[src/design/mts_pkg.sv]
// Package for the transition sampler: command and status codes, register indexes,
// queue item layout and shared constants. Used by every design file.
package mts_pkg;

    localparam int MAX_RATINGS_DEF = 16;
    localparam int FIELD_LIMIT     = 16;
    localparam int ONE_Q16         = 65536;
    localparam int COUNT_W         = 5;
    localparam int PROB_W          = 18;
    localparam int DRAW_W          = 16;
    localparam int TOL_W           = 17;
    localparam int CFG_W           = 17;

    typedef enum logic {
        CMD_WRITE  = 1'b0,
        CMD_SAMPLE = 1'b1
    } mts_cmd_t;

    typedef enum logic [1:0] {
        STS_OK     = 2'd0,
        STS_INDEX  = 2'd1,
        STS_VALUE  = 2'd2,
        STS_REDEF  = 2'd3
    } mts_status_t;

    typedef enum logic {
        REG_RATING_COUNT = 1'b0,
        REG_TOLERANCE    = 1'b1
    } mts_reg_t;

    typedef struct packed {
        mts_cmd_t            cmd;
        logic [3:0]          from_rating;
        logic [3:0]          to_rating;
        logic [PROB_W-1:0]   probability;
        logic [DRAW_W-1:0]   uniform_draw;
        mts_status_t         status;
        logic [COUNT_W-1:0]  count;
    } mts_op_t;

    typedef struct packed {
        logic    valid;
        mts_op_t op;
    } mts_head_t;

    function automatic int field_lim(int m);
        return (m < FIELD_LIMIT) ? m : FIELD_LIMIT;
    endfunction

endpackage

[src/design/mts_front.sv]
// Front end of the transition sampler: range and value checks on incoming items
// and a two-entry queue towards the back end. Depends on mts_pkg.
module mts_front
    import mts_pkg::*;
#(
    parameter int MAX_RATINGS = MAX_RATINGS_DEF
) (
    input  logic                aclk,
    input  logic                aresetn,
    input  logic                s_tvalid,
    output logic                s_tready,
    input  logic [47:0]         s_tdata,
    input  logic                s_tuser,
    input  logic [COUNT_W-1:0]  rating_count,
    input  logic [TOL_W-1:0]    tolerance,
    output mts_head_t           head,
    input  logic                pop
);

    localparam int LIM = field_lim(MAX_RATINGS);

    mts_op_t              op_in;
    logic [COUNT_W-1:0]   cnt;
    logic [TOL_W-1:0]     tol_c;
    logic signed [18:0]   prob_x;
    logic signed [18:0]   lo_bound;
    logic signed [18:0]   hi_bound;
    logic                 idx_bad;
    logic                 val_bad;

    mts_op_t              entry_reg [2];
    logic                 wr_ptr_reg, wr_ptr_next;
    logic                 rd_ptr_reg, rd_ptr_next;
    logic [1:0]           fill_reg, fill_next;
    logic                 push;

    always_comb begin
        if (rating_count == '0) begin
            cnt = COUNT_W'(1);
        end else if (rating_count > COUNT_W'(LIM)) begin
            cnt = COUNT_W'(LIM);
        end else begin
            cnt = rating_count;
        end
        tol_c    = (tolerance > TOL_W'(ONE_Q16)) ? TOL_W'(ONE_Q16) : tolerance;
        prob_x   = $signed({s_tdata[25], s_tdata[25:8]});
        lo_bound = -$signed({2'b00, tol_c});
        hi_bound = $signed(19'(ONE_Q16)) + $signed({2'b00, tol_c});

        op_in.cmd          = mts_cmd_t'(s_tuser);
        op_in.from_rating  = s_tdata[3:0];
        op_in.to_rating    = s_tdata[7:4];
        op_in.probability  = s_tdata[25:8];
        op_in.uniform_draw = s_tdata[41:26];
        op_in.count        = cnt;

        idx_bad = ({1'b0, op_in.from_rating} >= cnt)
               || ((op_in.cmd == CMD_WRITE) && ({1'b0, op_in.to_rating} >= cnt));
        val_bad = (op_in.cmd == CMD_WRITE) && ((prob_x < lo_bound) || (prob_x > hi_bound));

        priority if (idx_bad) begin
            op_in.status = STS_INDEX;
        end else if (val_bad) begin
            op_in.status = STS_VALUE;
        end else begin
            op_in.status = STS_OK;
        end
    end

    assign s_tready = (fill_reg != 2'd2);
    assign push     = s_tvalid && s_tready;

    always_comb begin
        wr_ptr_next = push ? ~wr_ptr_reg : wr_ptr_reg;
        rd_ptr_next = pop ? ~rd_ptr_reg : rd_ptr_reg;
        fill_next   = fill_reg + 2'(push) - 2'(pop);
    end

    always_ff @(posedge aclk) begin
        if (!aresetn) begin
            wr_ptr_reg <= 1'b0;
            rd_ptr_reg <= 1'b0;
            fill_reg   <= 2'd0;
        end else begin
            wr_ptr_reg <= wr_ptr_next;
            rd_ptr_reg <= rd_ptr_next;
            fill_reg   <= fill_next;
        end
    end

    always_ff @(posedge aclk) begin
        if (push) begin
            entry_reg[wr_ptr_reg] <= op_in;
        end
    end

    assign head.valid = (fill_reg != 2'd0);
    assign head.op    = entry_reg[rd_ptr_reg];

endmodule

[config.mk]
export PLATFORM = sky130hd
export DESIGN_NAME = mts_front
export DESIGN_NICKNAME = d
export VERILOG_FILES = /design/src/design/mts_pkg.sv /design/src/design/mts_front.sv
export SDC_FILE = /design/constraint.sdc
export NUM_CORES = 1
export LEC_CHECK = 0
export ABC_AREA = 1
export BUFFER_PORTS_ARGS = -buffer_cell sky130_fd_sc_hd__buf_2
export CORE_UTILIZATION = 49
export CTS_CLUSTER_SIZE = 20
export DETAILED_ROUTE_END_ITERATION = 6
export GPL_TIMING_DRIVEN = 0
export PLACE_DENSITY = 0.83
export SYNTH_ARGS = -nofsm -noshare
export SYNTH_HDL_FRONTEND = slang
export SYNTH_SLANG_ARGS = --single-unit
[constraint.sdc]
create_clock -name aclk -period 3.4 [get_ports aclk]
set_clock_uncertainty 0.1 [all_clocks]
set_input_delay 0.17 -clock aclk [delete_from_list [all_inputs] [get_ports aclk]]
set_output_delay 0.17 -clock aclk [all_outputs]
set_load 0.05 [all_outputs]
Word level (Yosys, flattened, before mapping)

Memory sizes are Yosys's and may differ from the RTL's. A register that Yosys moved wholly into a read port is not among the register bits.
Cells that the tools add are included.

Flip-flop bits (word level): 4
Bits in writable memories: 100
Input port bits: 75
Logic and storage cells: 34
Memories kept: 1

Memories:

| memory    | words | bits a word | read ports | clocked after Yosys merged registers in | wr ports | RTL line        | text |
|---|---|---|---|---|---|---|---|
| entry_reg | 2     | 50          | 1          | 1                                       | 1        | mts_front.sv:31 | `mts_op_t entry_reg [2];` |

Add/sub/neg operators: 4
Magnitude comparators: 6
Equality and inequality tests: 1
Mux-type cells: 9
Bitwise operators: 3
Reduce and logical (&&, ||, !) cells: 7

Operators by type and width:

| kind                                                   | count |
|---|---|
| greater-than comparator 18 x 19 -> 1 bit               | 1 |
| < comparator 18 x 19 -> 1 bit                          | 1 |
| negator 17 -> 19 bit                                   | 1 |
| adder 17 x 17 -> 18 bit (first input constant)         | 1 |
| greater-than comparator 17 bit (second input constant) | 1 |
| two-way mux 17 bit                                     | 1 |
| >= comparator 4 x 5 -> 1 bit                           | 2 |
| two-way mux 5 bit                                      | 2 |
| greater-than comparator 5 bit (second input constant)  | 1 |
| zero test 5 bit                                        | 1 |
| two-way mux 1 bit                                      | 4 |
| two-way mux 2 bit                                      | 2 |
| logical AND 1 bit                                      | 3 |
| NOT 1 bit                                              | 3 |
| adder 2 x 1 -> 2 bit                                   | 1 |
| logical OR 1 bit                                       | 2 |
| inequality test 2 bit (second input constant)          | 1 |
| nonzero test 2 bit                                     | 1 |
| subtractor 2 x 1 -> 2 bit                              | 1 |

Logic depth before layout (Yosys ltp)

Word-level depth: 8
Depth in mapped cells: 26
Mapped depth without buffers: 24

Least setup slack after synthesis

No wires, ideal clock.

Path type: reg2reg
Start: reg fill_reg[0]
End: mem entry_reg[1][0] (netlist bit), enable pin
Setup time: 0.459 ns
Arrival: 3.055 ns
Data required time: 2.841 ns
Setup slack: -0.214 ns
Cell stages (with the launch flop): 5
Buffers on the path: 0
Cell sequence: dfxtp_1 -> inv_1 -> nand2_1 -> nand2_1 -> nor2_1

Word-level cells in the longest chain between the ends: 4

Ends and longest elaborated chain:

| element                                 | RTL line        | text |
|---|---|---|
| start, declared                         | mts_front.sv:34 | `logic [1:0] fill_reg, fill_next;` |
| start signal, assigned                  | mts_front.sv:87 | `fill_reg <= fill_next;` |
| inequality test 2 bit                   | mts_front.sv:70 | `assign s_tready = (fill_reg != 2'd2);` |
| net s_tready                            | mts_front.sv:11 | `output logic s_tready,` |
| logical AND 1 bit                       | mts_front.sv:71 | `assign push = s_tvalid && s_tready;` |
| two-way mux 1 bit                       | mts_front.sv:92 | `if (push) begin` |
| two-way mux 1 bit (not written as such) | mts_front.sv:93 | `entry_reg[wr_ptr_reg] <= op_in;` |
| end, declared                           | mts_front.sv:31 |  |

The timed path passes the listed nets, and every way through them passes these cells.

==> results.json <==
{
  "outcome": "finished, final reports clean",
  "cts_buffer_depth": 2,
  "p_per_area_nw_per_um2": 505.4,
  "dp_cells": 750,
  "largest_reg_flops": 100,
  "post_drt_wl_per_cell_microns": 15.33,
  "grt_max_degree": 34,
  "dr.pass1.iters": 4,
  "overflow": 0,
  "portBuffers": 119,
  "path_clk_slew_ps": 70,
  "synth-seq-area-share_pct": 55.21,
  "seqCellArea_sq_um": 3103,
  "yosysTopAreaCell": "edfxtp_1",
  "drv_cap": 0,
  "period_minus_slack_ps": 2965,
  "die_w_microns": 109.1,
  "fin_tns_setup_ps": 0,
  "viasPerCell": 5.161,
  "gp_congestion": 0.8562,
  "synth_top_family_by_area": "simple AND/OR/NAND/NOR gates",
  "yosysWarningCount": 0,
  "antenna_found_initial": 0,
  "diodes": 0,
  "setup_viol": 0,
  "synth-compound-area-share_pct": 4.809,
  "synthAdderAreaFrac_pct": 10.69,
  "ys_types": 35,
  "crit_arrival_ps": 2950,
  "path_max_fanout": 10,
  "vias": 4175,
  "syn_to_final_growth_pct": 27.54,
  "die_h_microns": 109.1,
  "multiInputGateArea_sq_um": 2260,
  "numCtsBuffers": 9,
  "max_freq_mhz": 337.3,
  "postCtsSetupRepairBufs": 0,
  "synth_xor_area_share_pct": 1.402,
  "reg2reg_slack_ps": 1380,
  "rsz0062_at_grt": "no",
  "drive_gt1_share_pct": 31.84,
  "instances_no_fill": 809,
  "crit_path_end_kind": "flip-flop",
  "drtIter0Drc": 210,
  "drtAntennaViolNets": 0,
  "syn_avg_cell_area_sq_um": 11.49,
  "synth_area_leaders": "edfxtp_1, ha_1, mux2_2",
  "slew_viol_final": 0,
  "grt_pass1_vias": 4241,
  "hold_path.class": "primary input to flip-flop",
  "cts-root-buf": "clkbuf_16",
  "worst_slew_pin_slew_ps": 806.0,
  "synth_simple_gate_area_share_pct": 12.98,
  "synth_top_area_share_pct": 53.43,
  "clkLatencyLatePin_ps": 340,
  "num_io_pins": 127,
  "worstSetupPathType": "primary input to flip-flop",
  "fill_cells": 842,
  "wl_mm": 12.40,
  "drc": 0,
  "initial_utilization_pct": 50.95,
  "synthesis.area_sq_um": 5620,
  "p_leak_uw": 0.003105,
  "grt_pass1_wl_mm": 19.45,
  "hpwl_mm": 8.903,
  "h-tree-depth": 3,
  "crit_required_ps": 3380,
  "ys_seq_elements": 105,
  "cts_tree": "built",
  "relSlewSlack_pct": 46.14,
  "synth.area.mux_share_pct": 10.02,
  "cts.sinks": 105,
  "ir_drop_uv": 380.4,
  "rows": 38,
  "gr-usage-all-layers_pct": 21.70,
  "fp.coreArea_sq_um": 11030,
  "hold_viol_final": 0,
  "die_area_sq_um": 11900,
  "syn_nets": 612,
  "num-nets-final": 787,
  "synth_cells": 489,
  "fin_crit_sh_pct": 87.19,
  "cp-start-kind": "primary input"
}
## worst paths after layout
| kind | start | endpoint | cells after the start |
|---|---|---|---|
| worst min-delay path | pop | flip-flop | 3 |
| worst max register to register | fill_reg[0] | entry_reg[0][40] | 5 |
| worst min register to register | fill_reg[1] | fill_reg[1] | 2 |
| worst max-delay path | tolerance[13] | entry_reg[1][6] | 26 |
## cell usage after synthesis, drive strengths merged
cell type,instances
a21boi,2
a21o,2
a21oi,17
buf,6
clkbuf,5
dfxtp,5
edfxtp,100
ha,48
inv,52
mux2,50
nand2,101
nand3,15
nand3b,1
nand4,6
nor2,41
nor3,3
nor3b,1
o211ai,2
o21a,1
o21ai,15
o21bai,2
o31ai,4
or2,1
xnor2,7
xor2,2
## where the power goes
group          internal (uW)  switching (uW)  leakage, uW
combinational            326             697      0.00199
clock                    574             430     0.000141
sequential              1570            30.2     0.000976
total                   2470            1160      0.00310
## what timing repair did
action                     CTS  global route
hold endpoints to repair    86             0
hold buffers                43             0
setup endpoints to repair    0             2
gates resized for setup      0             2
## cell type report
| type | count | share of cell area (%) |
|---|---|---|
| plain buffers | 11 | 1.117 |
| clock buffers | 12 | 3.299 |
| clock inverters | 4 | 0.7331 |
| inverters | 52 | 2.723 |
| multi-input cells | 321 | 31.52 |
| flip-flops and latches | 105 | 43.29 |
| well taps | 140 | 2.444 |
| repair buffers | 164 | 14.87 |
## through the flow
step	setup WS [ps]	util [%]	hold slack, ps	area [sq um]	total power [uW]
2_1_floorplan	573.6	-	163.5	5625	2336
3_3_place_gp	131.7	57.99	258.7	6396	2553
3_5_place_dp	57.75	58.44	262.2	6446	2605
4_1_cts	406.4	64.96	21.69	7166	3644
5_1_grt	58.53	64.98	41.28	7168	3788
6_report	435.4	64.98	45.92	7168	3623
## worst max-delay path: stages
cell and delay, ps:
buf_2 110, nor2_1 170, nand2_1 80, nor2_1 90, nand2_1 70, nand2_2 100, buf_6 160, buf_8 140
inv_1 50, nor2_2 100, inv_1 50, ha_1 210, nand2_2 140, nor2_2 80, nand2_1 90, nor2_1 50
ha_1 300, nand2_1 80, nor2_1 140, nand2_1 100, nor2_1 90, nand2_1 80, nand3_1 110, nand2_1 50
nand2_1 60, a21oi_1 70
## routing by layer
| layer | vias up | share of wire [%] | GRT usage, % |
|---|---|---|---|
| met5 | - | 0 | 0 |
| met4 | 0 | 2.2 | 9.653 |
| met3 | 24 | 5.9 | 4.124 |
| met2 | 144 | 51 | 40.39 |
| met1 | 1959 | 40 | 23.72 |
| li1 | 2048 | - | - |
## placed cells by master (no fill, tap or decap), types with 11 or more instances in the layout
cell             n
buf_2          122
mux2_2          50
o21ai_0         13
edfxtp_1       100
inv_1           51
ha_1            48
a21oi_1         17
nand3_1         15
nand2_2         11
nand2_1         89
dlygate4sd3_1   43
nor2_1          35
## cells by family (layout without fill, tap and decap cells)
kind of cell    Yosys count  in the layout
flops                   105            105
buf+inv                  63            243
compound gates           45             45
mux                      50             50
fa+ha+maj                48             48
simple gates            169            169
xor+xnor                  9              9
No activity file was read; power rests on OpenSTA's default activity.
